`src/hw/rtl/tse_pkg.sv`:
```
package tse_pkg;

   localparam int DEFAULT_RING_DEPTH  = 131072;
   localparam int DEFAULT_SAMPLE_BITS = 24;

   localparam int CFG_W       = 18;
   localparam int STOP_W      = 17;
   localparam int RAMP_W      = 16;
   localparam int FRAC_W      = 16;
   localparam int RATE_NOW_W  = 34;
   localparam int QUO_W       = 33;
   localparam int CSR_INDEX_W = 2;

   localparam logic [STOP_W-1:0] ONE_Q16 = STOP_W'(65536);

   localparam logic [CFG_W-1:0]  RST_RING_LENGTH      = CFG_W'(88200);
   localparam logic [RAMP_W-1:0] RST_RAMP_SAMPLES     = RAMP_W'(1323);
   localparam logic [STOP_W-1:0] RST_ACTIVE_THRESHOLD = STOP_W'(7);

   localparam logic [CSR_INDEX_W-1:0] CSR_RING_LENGTH      = 2'd0;
   localparam logic [CSR_INDEX_W-1:0] CSR_RAMP_SAMPLES     = 2'd1;
   localparam logic [CSR_INDEX_W-1:0] CSR_ACTIVE_THRESHOLD = 2'd2;
   localparam logic [CSR_INDEX_W-1:0] CSR_STEREO_ENABLE    = 2'd3;

endpackage

```
`src/hw/rtl/tse_mul.sv`:
```
module tse_mul #(
   parameter int A_W = tse_pkg::DEFAULT_SAMPLE_BITS + 1,
   parameter int B_W = 18
) (
   input  logic                    clock,
   input  logic signed [A_W-1:0]   op_a,
   input  logic signed [B_W-1:0]   op_b,
   output logic signed [A_W+B_W-1:0] product
);
   logic signed [A_W+B_W-1:0] prod_ff;

   always_ff @(posedge clock) begin
      prod_ff <= op_a * op_b;
   end

   assign product = prod_ff;
endmodule

```
`config.mk`:
```
export PLATFORM = sky130hd
export DESIGN_NAME = tse_mul
export DESIGN_NICKNAME = d
export VERILOG_FILES = /design/src/hw/rtl/tse_pkg.sv /design/src/hw/rtl/tse_mul.sv
export SDC_FILE = /design/constraint.sdc
export NUM_CORES = 1
export LEC_CHECK = 0
export BUFFER_PORTS_ARGS = -buffer_cell sky130_fd_sc_hd__buf_2
export CAP_MARGIN = 20
export CORE_MARGIN = 3
export CORE_UTILIZATION = 45
export CTS_BUF_LIST = sky130_fd_sc_hd__clkbuf_4 sky130_fd_sc_hd__clkbuf_8 sky130_fd_sc_hd__clkbuf_16
export DETAILED_ROUTE_END_ITERATION = 8
export PLACE_DENSITY = 0.69
export SYNTH_ARGS = -nofsm -noshare
export SYNTH_HDL_FRONTEND = slang
export SYNTH_SLANG_ARGS = --single-unit
```
`constraint.sdc`:
```
create_clock -name clock -period 7.35 [get_ports clock]
set_input_delay 0.3675 -clock clock [delete_from_list [all_inputs] [get_ports clock]]
set_output_delay 0.3675 -clock clock [all_outputs]
set_load 0.01 [all_outputs]
```
==> impl_metrics.json, run 1 <==
{
  "syn_avg_cell_area_um2": 9.05,
  "max_stage_delay_ns": 0.52,
  "dp_hpwl_mm": 33.9,
  "post-route-period-util_pct": 92.8,
  "vias_per_cell": 5.15,
  "pin_count": 87,
  "grt_overflow": 0,
  "wl_per_cell_um": 17.0,
  "first_global_vias": 13443,
  "crit_chain": "buf_2, nand2_1, inv_1, fa_1, inv_1, fa_1, fa_1, inv_1, fa_1, fa_1, inv_1, fa_1, inv_1, ha_1, and3_1, nand4_1, a2111oi_0, a31o_1, o31ai_4, o311ai_1, a2111oi_1, a311oi_1",
  "clkTransAtPathRegs_ns": 0.06,
  "tritoncts": "yes",
  "yosys-mux-area-fraction_pct": 0,
  "maxSlewViolCount": 0,
  "synth_flop_cell": "dfxtp_1",
  "synth_area_leaders": "fa_1 52%, inv_1 11%, ha_1 7.9%",
  "cts_made_buffers": 5,
  "arrival_ns": 7.04,
  "io_buffer_count": 86,
  "area_delta_synth_final_pct": 5.87,
  "cts.path.max_buffers": 2,
  "rsz0062_at_grt": "false",
  "core_area_um2": 36800,
  "slew_headroom_pct": 40.6,
  "via_count": 12199,
  "setup_tns_ns": 0,
  "synth_top_area_share_pct": 52.3,
  "synth_fa_ha_area_share_pct": 60.3,
  "layout.nets": 2489,
  "drt_iter0_markers": 655,
  "grt_pass1_wl_mm": 67.5,
  "ant_nets": 0,
  "cap_violations": 0,
  "initial_utilization_pct": 45.9,
  "grt_max_degree": 26,
  "synth-simple-area-share_pct": 14.8,
  "ys_seq_area_share_pct": 5.10,
  "final_common_cell": "inv_1",
  "cp_top_family": "adder cells",
  "path_buf_inv": 6,
  "final_hold_viol_count": 0,
  "synth_cell_type_count": 49,
  "fin_crit_ns": 6.82,
  "route.detailed.drc": 0,
  "hp-class": "primary input to flop",
  "stdcell_count": 2368,
  "track_usage_pct": 21.7,
  "gp_congestion": 0.893,
  "crit_required_ns": 7.58,
  "synth_area_um2": 16900,
  "synth_cells": 1863,
  "tightest_slew_ns": 0.882,
  "wl_mm": 40.2,
  "post-cts-setup-buffers": 0,
  "critPathLaunchType": "primary input",
  "die_h_um": 200,
  "post_cts_resized": 0,
  "finalSetupViolations": 0,
  "final_cell_mix": "515 x inv_1, 441 x fa_1, 277 x nand2_1",
  "fp-row-count": 70,
  "cpMaxStageDelayCell": "fa_1",
  "critPathKind": "primary input to flop",
  "postCtsHoldBufs": 0,
  "whs_ns": 0.643,
  "path_common_cell": "fa_1",
  "crit_path_max_fanout": 25,
  "status": "finished clean",
  "synth_fp_nets": 2455,
  "endpoint_kind": "flop",
  "synth_xor_area_share_pct": 1.82,
  "cts_root_buf": "clkbuf_16",
  "synth_top_family_by_area": "adder cells",
  "ctsHtreeMaxLevel": 2,
  "yosys.area.top_type": "fa_1",
  "die_x_um": 200,
  "yosys_warnings": 0,
  "synth-edff-count": 0,
  "async_flop_share_pct": 0,
  "first_pass_iters": 6,
  "cts.sinks": 43,
  "die_area_um2": 39800,
  "drive_above_1_share_pct": 6.01,
  "place_inst": 2358,
  "max_freq_mhz": 147,
  "largest_reg_flops": 43,
  "synth-compound-area-share_pct": 4.99,
  "synth-seq-cells": 43,
  "antenna_found_initial": 4
}
## stage by stage
stage                     utilization, %  cell area (um^2)  setup WS [ns]
after floorplan                        -             16900           1.22
after global placement              48.1             17700          0.339
after detailed placement            48.1             17700          0.248
after CTS                           48.5             17900          0.589
after global routing                48.5             17900          0.133
final                               48.5             17900          0.533
## logic make-up (layout without fill, tap and decap cells)
logic type      count (synthesis)  in the layout
compound gates                122            122
fa+ha+maj                     548            548
xor+xnor                       35             35
flops                          43             43
other cells                     0              2
simple gates                  529            529
buf+inv                       586            621
## area by class of cell
cell class	count	area [um^2]
inverter	515	1930
timing repair buffer	98	520
antenna	2	5.00
multi-input combinational	1234	13800
tap	468	586
clock buffer	5	125
clock inverter	3	20.0
fill	3505	18900
sequential	43	861
## cell usage after synthesis (3+ instances only)
cell type and count:
nand4_1 4, clkbuf_1 70, o21ai_0 22, inv_1 515, a31oi_1 5, a211oi_1 7, xnor2_1 31, nor3_1 7
dfxtp_1 43, a21boi_0 3, fa_1 441, nand3_1 5, o21a_1 6, o21bai_1 5, o311ai_1 4, a21o_1 11
ha_1 107, o211ai_1 3, nand2b_1 11, and2_1 167, nor2_1 46, nand2_1 277, a21oi_1 31, nor2b_1 6
xor2_1 4
## metal layers
layer / routed length, um / global-route usage [%] / vias to the layer above
met5: 33 / 0 / -
met4: 1310 / 7.16 / 6
met3: 2060 / 3.52 / 80
met2: 20900 / 38.7 / 353
met1: 15800 / 26.8 / 6354
li1: - / - / 5406
## path summary, 6_finish.rpt
check / from / to / slack (ns) / depth (start not counted)
worst max-delay path: op_b[3] / product[42]$_DFF_P_ / 0.53 / 22
worst min-delay path: op_a[0] / product[0]$_DFF_P_ / 0.64 / 3
## tightest hold or removal path: stages
cell and delay (ns):
buf_2 0.15, buf_4 0.22, and2_1 0.17
Power of run 1 is not shown: default switching activity piles up to over one toggle a cycle in this logic, so the estimate is an artifact.
==> run 2: changes to the inputs <==
Settings changed: CTS_BUF_LIST sky130_fd_sc_hd__clkbuf_4 sky130_fd_sc_hd__clkbuf_8 sky130_fd_sc_hd__clkbuf_16 to sky130_fd_sc_hd__clkbuf_8.
==> run 2 against run 1 <==
Final area decreased by 0.29%. Worst hold slack got worse by 0.048 ns. Count of clock-buffer cells in the layout unchanged. Critical path depth did not move. First-iteration DRC count up 0.76%. Critical endpoint unchanged.
==> impl_metrics.json, run 2 (synthesis results as in run 1) <==
{
  "status": "finished clean",
  "area.sequential_um2": 861,
  "fin_crit_ns": 6.77,
  "first_pass_iters": 5,
  "tritoncts": "yes",
  "rsz0062_at_grt": "false",
  "via_count": 12150,
  "critPathLaunchType": "primary input",
  "setup_ws_ns": 0.576,
  "grt_overflow": 0,
  "core_area_um2": 36800,
  "io_buffer_count": 86,
  "ant_nets": 0,
  "track_usage_pct": 21.6,
  "n_fill_cell": 3509,
  "arrival_ns": 7.04,
  "setup_tns_ns": 0,
  "initial_utilization_pct": 45.9,
  "hp-class": "primary input to flop",
  "first_global_vias": 13445,
  "tightest_slew_ns": 0.816,
  "maxSlewViolCount": 0,
  "area_delta_synth_final_pct": 5.56,
  "final_common_cell": "inv_1",
  "die_h_um": 200,
  "antenna_found_initial": 4,
  "cap_violations": 0,
  "vias_per_cell": 5.13,
  "final_hold_viol_count": 0,
  "wl_per_cell_um": 16.9,
  "cts_made_buffers": 5,
  "grt_max_degree": 26,
  "max_freq_mhz": 148,
  "finalSetupViolations": 0,
  "multi_input_area_um2": 13800,
  "cts_root_buf": "clkbuf_8",
  "largest_reg_flops": 43,
  "endpoint_kind": "flop",
  "route.detailed.drc": 0,
  "final_cell_mix": "515 x inv_1, 441 x fa_1, 277 x nand2_1",
  "slew_headroom_pct": 44.2,
  "postCtsHoldBufs": 0,
  "critPathKind": "primary input to flop",
  "place_ws_ns": 0.248,
  "dp_hpwl_mm": 33.9,
  "post-route-period-util_pct": 92.2,
  "fp-row-count": 70,
  "drive_above_1_share_pct": 6.01,
  "die_x_um": 200,
  "drt_iter0_markers": 660,
  "cts.path.max_buffers": 2,
  "gp_congestion": 0.893,
  "clkTransAtPathRegs_ns": 0.09,
  "die_area_um2": 39800,
  "wl_mm": 40.1,
  "cts.sinks": 43,
  "crit_required_ns": 7.62,
  "post-cts-setup-buffers": 0,
  "grt_pass1_wl_mm": 67.2,
  "pin_count": 87,
  "post_cts_resized": 0,
  "crit_path_max_fanout": 25,
  "layout.nets": 2489,
  "ctsHtreeMaxLevel": 2
}
-- run 2: final timing paths --
check               start  slack (ns)  depth (start not counted)             endpoint
hold / removal    op_a[0]        0.60                          3   product[0]$_DFF_P_
setup / recovery  op_b[3]        0.58                         22  product[42]$_DFF_P_
-- run 2: cell type report --
cell class                 instances  area share, %
multi-input combinational       1234           77.5
inverter                         515           10.9
sequential                        43           4.83
tap                              468           3.29
timing repair buffer              98           2.92
clock buffer                       5          0.386
clock inverter                     3          0.112
antenna                            4         0.0562
-- run 2: per-layer routing --
layer | wire [um] | part of all wire [%] | vias up | global-route usage (%)
met4 | 1390 | 3.5 | 0 | 7.81
met1 | 16000 | 40 | 6337 | 26.7
met3 | 2000 | 5.0 | 75 | 3.52
met2 | 20700 | 52 | 328 | 38.4
li1 | - | - | 5410 | -
met5 | 0 | 0 | - | 0
-- run 2: critical path, stage by stage --
cell and delay (ns):
buf_2 0.42, nand2_1 0.18, inv_1 0.16, fa_1 0.52
inv_1 0.18, fa_1 0.45, fa_1 0.52, inv_1 0.06
fa_1 0.51, fa_1 0.50, inv_1 0.05, fa_1 0.47
inv_1 0.04, ha_1 0.37, and3_1 0.23, nand4_1 0.26
a2111oi_0 0.43, a31o_1 0.32, o31ai_4 0.17, o311ai_1 0.38
a2111oi_1 0.14, a311oi_1 0.29
-- run 2: metrics by stage --
| stage | hold slack [ns] | instance area, um^2 | std cells | utilization (%) |
|---|---|---|---|---|
| floorplan | 0.489 | 16900 | 1863 | - |
| global placement | 0.764 | 17700 | 2358 | 48.1 |
| detailed placement | 0.764 | 17700 | 2358 | 48.1 |
| CTS | 0.564 | 17800 | 2366 | 48.4 |
| global route | 0.593 | 17800 | 2367 | 48.4 |
| finish | 0.595 | 17800 | 2370 | 48.4 |
Power of run 2 is left out for the same reason.
