## src/hw/rtl/tse_pkg.sv

```systemverilog
package tse_pkg;

   localparam int DEFAULT_RING_DEPTH  = 131072;
   localparam int DEFAULT_SAMPLE_BITS = 24;

   localparam int CFG_W       = 18;
   localparam int STOP_W      = 17;
   localparam int RAMP_W      = 16;
   localparam int FRAC_W      = 16;
   localparam int RATE_NOW_W  = 34;
   localparam int QUO_W       = 33;
   localparam int CSR_INDEX_W = 2;

   localparam logic [STOP_W-1:0] ONE_Q16 = STOP_W'(65536);

   localparam logic [CFG_W-1:0]  RST_RING_LENGTH      = CFG_W'(88200);
   localparam logic [RAMP_W-1:0] RST_RAMP_SAMPLES     = RAMP_W'(1323);
   localparam logic [STOP_W-1:0] RST_ACTIVE_THRESHOLD = STOP_W'(7);

   localparam logic [CSR_INDEX_W-1:0] CSR_RING_LENGTH      = 2'd0;
   localparam logic [CSR_INDEX_W-1:0] CSR_RAMP_SAMPLES     = 2'd1;
   localparam logic [CSR_INDEX_W-1:0] CSR_ACTIVE_THRESHOLD = 2'd2;
   localparam logic [CSR_INDEX_W-1:0] CSR_STEREO_ENABLE    = 2'd3;

endpackage

```

## src/hw/rtl/tse_div.sv

```systemverilog
module tse_div (
   input  logic                                 clock,
   input  logic                                 reset,
   input  logic                                 start,
   input  logic signed [tse_pkg::RATE_NOW_W-1:0] numer,
   input  logic [tse_pkg::RAMP_W-1:0]           denom,
   output logic                                 done,
   output logic signed [tse_pkg::RATE_NOW_W-1:0] quotient
);
   localparam int QW = tse_pkg::QUO_W;
   localparam int DW = tse_pkg::RAMP_W;
   localparam int CW = $clog2(QW + 1);

   logic [CW-1:0]          cnt_ff;
   logic                   busy_ff;
   logic                   done_ff;
   logic                   neg_ff;
   logic [DW-1:0]          rem_ff;
   logic [QW-1:0]          quo_ff;
   logic [DW-1:0]          den_ff;
   logic [DW:0]            trial_in;
   logic                   bit_in;
   logic [tse_pkg::RATE_NOW_W-1:0] abs_in;

   assign abs_in   = numer[tse_pkg::RATE_NOW_W-1] ? -numer : numer;
   assign trial_in = {rem_ff, quo_ff[QW-1]};
   assign bit_in   = trial_in >= {1'b0, den_ff};

   always_ff @(posedge clock) begin
      if (reset) begin
         busy_ff <= 1'b0;
         done_ff <= 1'b0;
         cnt_ff  <= '0;
      end else begin
         done_ff <= busy_ff && !start && (cnt_ff == CW'(1));
         if (start) begin
            busy_ff <= 1'b1;
            cnt_ff  <= CW'(QW);
            rem_ff  <= '0;
            quo_ff  <= abs_in[QW-1:0];
            neg_ff  <= numer[tse_pkg::RATE_NOW_W-1];
            den_ff  <= denom;
         end else if (busy_ff) begin
            rem_ff <= bit_in ? DW'(trial_in - {1'b0, den_ff}) : trial_in[DW-1:0];
            quo_ff <= {quo_ff[QW-2:0], bit_in};
            cnt_ff <= cnt_ff - 1'b1;
            if (cnt_ff == CW'(1))
               busy_ff <= 1'b0;
         end
      end
   end

   assign done     = done_ff;
   assign quotient = neg_ff ? -$signed({1'b0, quo_ff}) : $signed({1'b0, quo_ff});
endmodule

```

## config.mk

```make
export PLATFORM = sky130hd
export DESIGN_NAME = tse_div
export DESIGN_NICKNAME = d
export VERILOG_FILES = /design/src/hw/rtl/tse_pkg.sv /design/src/hw/rtl/tse_div.sv
export SDC_FILE = /design/constraint.sdc
export NUM_CORES = 1
export LEC_CHECK = 0
export BUFFER_PORTS_ARGS = -buffer_cell sky130_fd_sc_hd__buf_2
export CAP_MARGIN = 30
export CORE_UTILIZATION = 57
export DETAILED_ROUTE_END_ITERATION = 6
export GPL_ROUTABILITY_DRIVEN = 0
export PLACE_DENSITY_LB_ADDON = 0.12
export SKIP_CTS_REPAIR_TIMING = 1
export SYNTH_ARGS = -nofsm -noshare
export SYNTH_HDL_FRONTEND = slang
export SYNTH_SLANG_ARGS = --single-unit
```

## constraint.sdc

```tcl
create_clock -name clock -period 3.9 [get_ports clock]
set_clock_uncertainty 0.2 [all_clocks]
set_input_delay 0 -clock clock [delete_from_list [all_inputs] [get_ports clock]]
set_output_delay 0 -clock clock [all_outputs]
set_load 0.05 [all_outputs]
```

==> summary.txt, run 1 <==
Run status
  – Outcome: finished, violations left
  – Violated checks: DRC

Power
  – Switching power: 0.000814 W
  – Cell internal pwr: 0.00146 W
  – Overall power: around 0.0023 W
  – Logic pwr share: 0.342
  – Max VDD drop: 0.000160 V
  – Sw frac: 0.359
  – Clk pwr share: 0.218
  – PD cells: 358 mW/mm2
  – Leak: between 2 and 2.5 nW
  – Flop pwr share: 0.440

CTS
  – Clock Latency Late Sink: 0.34 ns
  – Clock sinks: 74
  – Total CTS buffers: 9
  – CTS tree: yes
  – Worst-path clk slew: 0.08 ns
  – H-tree depth: 3
  – Root buffer cell: clkbuf_8
  – CTS Buffer Depth: 2

Route
  – WL/cell: between 15 and 20 um
  – ANT nets after route: 0
  – Pre-antenna DRT Iters: 7
  – Vias per inst: 5.91
  – Drc violations: 1
  – Routed WL: 12.7 mm
  – Initial DRC count: 280
  – DR vias: 4657

Global route
  – Initial antenna violation count: 0
  – Vias in the first global route: 4154
  – Total congestion overflow: 0
  – First-pass GRT wire length: slightly below 20 mm
  – Total Routing Usage GR: 0.254
  – Pin count of the biggest net entering global routing: 79

Setup path
  – Worst setup SP type: register
  – CP arrival: 3.26 ns
  – R2R Path Start: quo_ff[32]
  – CP max stage delay: 0.57 ns
  – Critical-path top delay cell: or4_4
  – Flop2flop setup slack: 0.82 ns
  – Worst setup path end: quotient[27]
  – CP Capture Type: primary output
  – R2R cell count: 8
  – Setup CP Type: reg2out
  – Critical path startpoint: quo_ff[17]
  – Capturing point of the worst reg2reg path: rem_ff[12]
  – Critical path cell sequence: or4_4 -> or4_1 -> or3b_1 -> or2_1 -> o31ai_2 -> xnor2_1 -> buf_2
  – Data required, critical path: between 3 and 4 ns
  – Max FO, Critical Path: 6

Logic synthesis
  – EDFF count, synth: 66
  – Cell Area, Synth: 0.00513 mm2
  – #FFs+latches synth: 74
  – Ys Warns: 0
  – Commonest cells in the netlist: edfxtp_1, a21oi_1, nor2_1
  – Seq/Total Area, Yosys: 0.418
  – Top cells by area, synth: edfxtp_1, xnor2_1, xor2_1
  – Most common cell in the netlist: edfxtp_1
  – Post-synth cell types: 53
  – Top cell type's share of synthesized area: 0.386
  – Share of flip-flops with an asynchronous set or reset: 0
  – Main synth FF type: edfxtp_1
  – Syn Inst Count: 542
  – Avg Cell Area, Syn: 9.46 um2
  – Syn_nets: 616
  – Leading area contributor after synthesis: edfxtp_1

Floorplan
  – Initial core utilization: 0.588
  – Die width: 96.9 um
  – Core footprint: 0.00872 mm2
  – IO Count: 88
  – Die area: between 0.009 and 0.01 mm2
  – Row count: 34
  – Die Height: 96.9 um

Place
  – DP Cell Count: between 700 and 800
  – PortBufs: 87
  – Dpl hpwl: between 8 and 9 mm
  – Area after DPL: 0.00566 mm2

Timing
  – Max-slew violation count: 0
  – RSZ-0062 raised after global routing: false
  – Slew margin rel.: 0.487
  – Total Neg Setup Slack: 0 ns
  – Final cycle utilization of the critical path: 0.888
  – Max Fclk: 0.289 GHz
  – Tmin final: about 3.5 ns
  – Final setup violation count: 0
  – Final hold violations: 0
  – Worst Tran Pin Value: 0.763 ns

Cells and area
  – Final Non-Filler Cells: 788
  – Design area: 0.00634 mm2
  – ANT cells: 0
  – Syn-to-layout area delta: 23.7%
  – Fraction of layout cells with a size suffix above 1: 0.179
  – Layout Nets: 749

Worst hold path
  – Worst min path class: in2reg

Job
  – Max-Cap Viols: 0
==> kinds of logic after synthesis <==
group | share of synthesized area
AOI/OAI and AO/OA | 0.202
and+or+nand+nor | 0.160
xor gates and xnor gates | 0.126
DFF | 0.418
buffers and inverters | 0.0373
adders and majority gates | 0.0527
muxes | 0.00415
==> routing by layer <==
layer | part of all wire | vias up | wire (um) | track usage
li1 | - | 2278 | - | -
met5 | 0 | - | 0 | 0
met2 | 0.48 | 184 | 6160 | 0.412
met1 | 0.43 | 2165 | 5520 | 0.334
met4 | 0.031 | 0 | 395 | 0.117
met3 | 0.052 | 30 | 669 | 0.0397
==> final cells by class <==
type	count	area, um2
Clock buffer	12	135
Clock inverter	4	18.8
Fill cell	652	2380
Inverter	25	93.8
Multi-Input combinational cell	420	2810
Sequential cell	74	2140
Tap cell	108	135
Timing Repair Buffer	145	1010
==> registers in the layout, indices dropped and copies added, names as in the netlist <==
name	flops
busy_ff	1
cnt_ff	6
den_ff	16
done	1
neg_ff	1
quo_ff	33
rem_ff	16
==> critical path: cells and delay by family, from the launching register on <==
family / cells / cell delay, ns
xor+xnor: 1 / 0.17
flops: 1 / 0.44
buf+inv: 1 / 0.30
simple gates: 4 / 1.74
compound gates: 1 / 0.28
==> power by group through the flow <==
stage / combinational, W / sequential [W] / clock [W]
2_1_floorplan: 0.000550 / 0.00100 / 0
3_3_place_gp: 0.000706 / 0.00101 / 0
3_5_place_dp: 0.000717 / 0.00102 / 0
4_1_cts: 0.000722 / 0.00100 / 0.000504
5_1_grt: 0.000838 / 0.00101 / 0.000538
6_report: 0.000777 / 0.000999 / 0.000494
==> stage by stage <==
| stage | worst slack, ns | utilization | hold slack (ns) |
|---|---|---|---|
| after floorplan | 0.707 | - | -0.101 |
| after detailed placement | 0.813 | 0.648 | -0.0219 |
| after global placement | 0.884 | 0.648 | -0.0227 |
| after global routing | 0.287 | 0.728 | 0.155 |
| final | 0.438 | 0.728 | 0.160 |
| after CTS | 0.439 | 0.666 | -0.387 |
==> cell usage in the layout, fill, tap and decap left out, types with 3 or more instances in the layout <==
cell	instances
a21o_1	5
buf_4	5
inv_1	25
or3_1	14
o21ai_0	28
o31ai_1	14
nor3_1	11
o211ai_1	5
clkinv_2	3
dlygate4sd3_1	52
nand3_1	11
o22ai_1	3
nand2_1	29
o21a_1	4
a31oi_1	3
xnor2_1	39
clkbuf_8	9
nand2b_1	8
or4_1	8
a21oi_1	60
buf_2	87
dfxtp_1	8
xor2_1	35
and3_1	3
nand4b_1	3
nor2_1	49
nor4_1	3
or2_1	4
o31ai_2	3
edfxtp_1	66
or2_2	4
ha_1	20
o21ai_1	9
clkbuf_1	3
o41ai_1	9
a211oi_1	8
==> worst min path at each step <==
stage,from,end,slack [ns],cells past startpoint
finish,denom[4],den_ff[4],0.16,2
detailed placement,denom[3],den_ff[3],-0.02,1
global placement,denom[4],den_ff[4],-0.02,1
floorplan,denom[0],den_ff[0],-0.10,0
CTS,denom[3],den_ff[3],-0.39,1
global route,denom[5],den_ff[5],0.15,2
No activity file was read; power rests on OpenSTA's default activity.
==> inputs of run 2 (changes only) <==
- ABC_AREA: unset -> 1
- CORE_UTILIZATION: 57 -> 59
==> run 2 against run 1 <==
  * Largest cell class unchanged
  * Clock power rose by 35%
  * Global-route usage is 4.9 points higher
  * Sequential power is 1% lower
  * First-iteration DRC count rose by 18%
  * Core utilization fell by 0.12 points
  * Total power grew 12%
  * Synthesized cell count grew 68%
  * Critical endpoint is now quotient[16]
  * The run now ends clean
==> summary.txt, run 2 <==
Job
  – Max-Cap Viols: 0 (unchanged)

Timing
  – Final hold violations: 0 (unchanged)
  – Slew margin rel.: 0.570 (+0.0839)
  – Final cycle utilization of the critical path: 0.681 (-0.206)
  – Final setup violation count: 0 (unchanged)
  – RSZ-0062 raised after global routing: false
  – Max-slew violation count: 0 (unchanged)
  – Max Fclk: 0.376 GHz (+30%)
  – Tmin final: 2.66 ns (-0.805 ns)
  – Total Neg Setup Slack: 0 ns (unchanged)
  – Fin Hold WS: 0.0265 ns (-0.134 ns)
  – Final setup margin: 1.24 ns (+0.805 ns)
  – Worst Tran Pin Value: 0.640 ns (-0.123 ns)

Setup path
  – Max FO, Critical Path: 5 (-1)
  – Data required, critical path: 3.70 ns (about the same)
  – CP arrival: 2.46 ns (-0.80 ns)
  – CP Capture Type: primary output
  – Setup CP Type: reg2out
  – Worst setup SP type: register

Global route
  – Initial antenna violation count: 0 (unchanged)
  – First-pass GRT wire length: 26.4 mm (+36%)
  – Total Routing Usage GR: 0.303 (+0.0490)
  – Vias in the first global route: 5739 (+38%)
  – Total congestion overflow: 0 (unchanged)
  – Pin count of the biggest net entering global routing: 42 (-47%)

Power
  – PD cells: 339 mW/mm2 (-5.2%)
  – Max VDD drop: 0.000189 V (+18%)
  – Leak: 3.57 nW (+46%)

CTS
  – H-tree depth: 3 (unchanged)
  – Worst-path clk slew: 0.08 ns (about the same)
  – CTS Buffer Depth: 2 (unchanged)
  – Clock Latency Late Sink: 0.36 ns (+0.02 ns)
  – Total CTS buffers: 9 (unchanged)
  – Clock sinks: 74 (unchanged)
  – CTS tree: yes
  – Root buffer cell: clkbuf_8

Floorplan
  – Core footprint: 0.0103 mm2 (+18%)
  – Row count: 37 (+8.8%)
  – Die width: 105 um (+8.1%)
  – Initial core utilization: 0.605 (+0.0172)
  – Die area: 0.0110 mm2 (+17%)
  – Die Height: 105 um (+8.1%)
  – IO Count: 88 (unchanged)

Route
  – Initial DRC count: 331 (+18%)
  – DR vias: 6225 (+34%)
  – Pre-antenna DRT Iters: 5 (-2)
  – Vias per inst: 5.26 (-11%)
  – Drc violations: 0 (-1)
  – Routed WL: 16.6 mm (+30%)
  – WL/cell: 14.0 um (-13%)
  – ANT nets after route: 0 (unchanged)

Logic synthesis
  – Cell Area, Synth: 0.00622 mm2 (+21%)
  – Ys Warns: 0 (unchanged)
  – Post-synth cell types: 40 (-25%)
  – EDFF count, synth: 66 (unchanged)
  – Share of flip-flops with an asynchronous set or reset: 0 (unchanged)
  – Syn Inst Count: 912 (+68%)
  – #FFs+latches synth: 74 (unchanged)
  – Main synth FF type: edfxtp_1
  – Top cell type's share of synthesized area: 0.319 (-0.0678)
  – Syn_nets: 986 (+60%)
  – Top cells by area, synth: edfxtp_1, nand2_1, nor2_1
  – Leading area contributor after synthesis: edfxtp_1
  – Most common cell in the netlist: nand2_1
  – Seq/Total Area, Yosys: 0.344 (-0.0733)
  – Commonest cells in the netlist: nand2_1, nor2_1, inv_1
  – Avg Cell Area, Syn: 6.82 um2 (-28%)

Worst hold path
  – Worst min path class: in2reg

Cells and area
  – Design area: 0.00746 mm2 (+18%)
  – Max FFs per register: 33 (unchanged)
  – ANT cells: 0 (unchanged)
  – Commonest non-fill, non-tap cell in the layout: nand2_1
  – Syn-to-layout area delta: 20.0%
  – Fraction of layout cells with a size suffix above 1: 0.136 (-0.0438)
  – Most flops, register: quo_ff
  – Most frequent cells in the layout: nand2_1, nor2_1, inv_1
  – Top Registers: quo_ff: 33 flops, den_ff: 16 flops, rem_ff: 16 flops
  – Layout Nets: 1116 (+49%)
  – FILL cells: 884 (+36%)

Place
  – PortBufs: 87 (unchanged)
  – Area after DPL: 0.00675 mm2 (+19%)
  – Post-place setup slack: 1.35 ns (+0.539 ns)
  – Dpl hpwl: 12.2 mm (+44%)

Run status
  – Outcome: finished, final reports clean
-- run 2: changes by cell type after synthesis, moves of 14 or more --
cell,previous run,this run
a21oi_1,60,22
o21ai_0,28,51
xnor2_1,39,8
nand4_1,2,20
nand3_1,11,58
nor2_1,50,133
nand2_1,29,265
or3_1,14,0
inv_1,25,126
-- run 2: layout make-up --
class	instances	area, um2	share of cell area
Clock buffer	9	124	0.0166
Clock inverter	7	93.8	0.0126
Inverter	131	492	0.0659
Multi-Input combinational cell	685	3460	0.464
Sequential cell	74	2140	0.287
Tap cell	136	170	0.0228
Timing Repair Buffer	141	978	0.131
-- run 2: final timing paths --
kind / from / endpoint / slack, ns / cells past startpoint
max: quo_ff[0] / quotient[16] / 1.24 / 8
min: start / cnt_ff[0] / 0.03 / 3
max reg2reg: rem_ff[11] / rem_ff[14] / 1.34 / 12
min reg2reg: cnt_ff[5] / cnt_ff[5] / 0.29 / 2
-- run 2: cells by family after synthesis --
family,count (synthesis),share of synthesized area
adder cells (fa/ha/maj),21,0.0434
flip-flops,74,0.344
XOR/XNOR,46,0.0648
AND/OR/NAND/NOR,528,0.369
AO/OA/AOI/OAI,90,0.0792
buffers and inverters,153,0.0993
-- run 2: power breakdown --
group	leakage, nW	switching [W]	internal, W
clock network	0.105	0.000309	0.000359
logic	2.77	0.000592	0.000282
registers	0.697	0.0000457	0.000944
total	3.57	0.000947	0.00158
-- run 2: critical path, cell delays in order, from the launching register on --
cell,delay [ns]
edfxtp_1,0.40
inv_1,0.15
ha_1,0.24
nand4_2,0.18
nor2_2,0.22
nand3_1,0.16
o21ai_1,0.17
xor2_1,0.25
buf_2,0.31
-- run 2: layer usage --
metal  vias up  part of all wire  routed length, um  track usage
met1      2819              0.41               6780        0.354
met3        48             0.046                761       0.0312
met2       177              0.51               8450        0.555
met5         -                 0                  0            0
met4         0             0.037                618        0.140
li1       3181                 -                  -            -
-- run 2: per-stage QoR --
stage / utilization / power [W] / cells
3_5_place_dp: 0.656 / 0.00183 / 1117
6_report: 0.726 / 0.00253 / 1183
5_1_grt: 0.726 / 0.00266 / 1183
3_3_place_gp: 0.654 / 0.00182 / 1116
4_1_cts: 0.678 / 0.00249 / 1133
2_1_floorplan: - / 0.00163 / 912
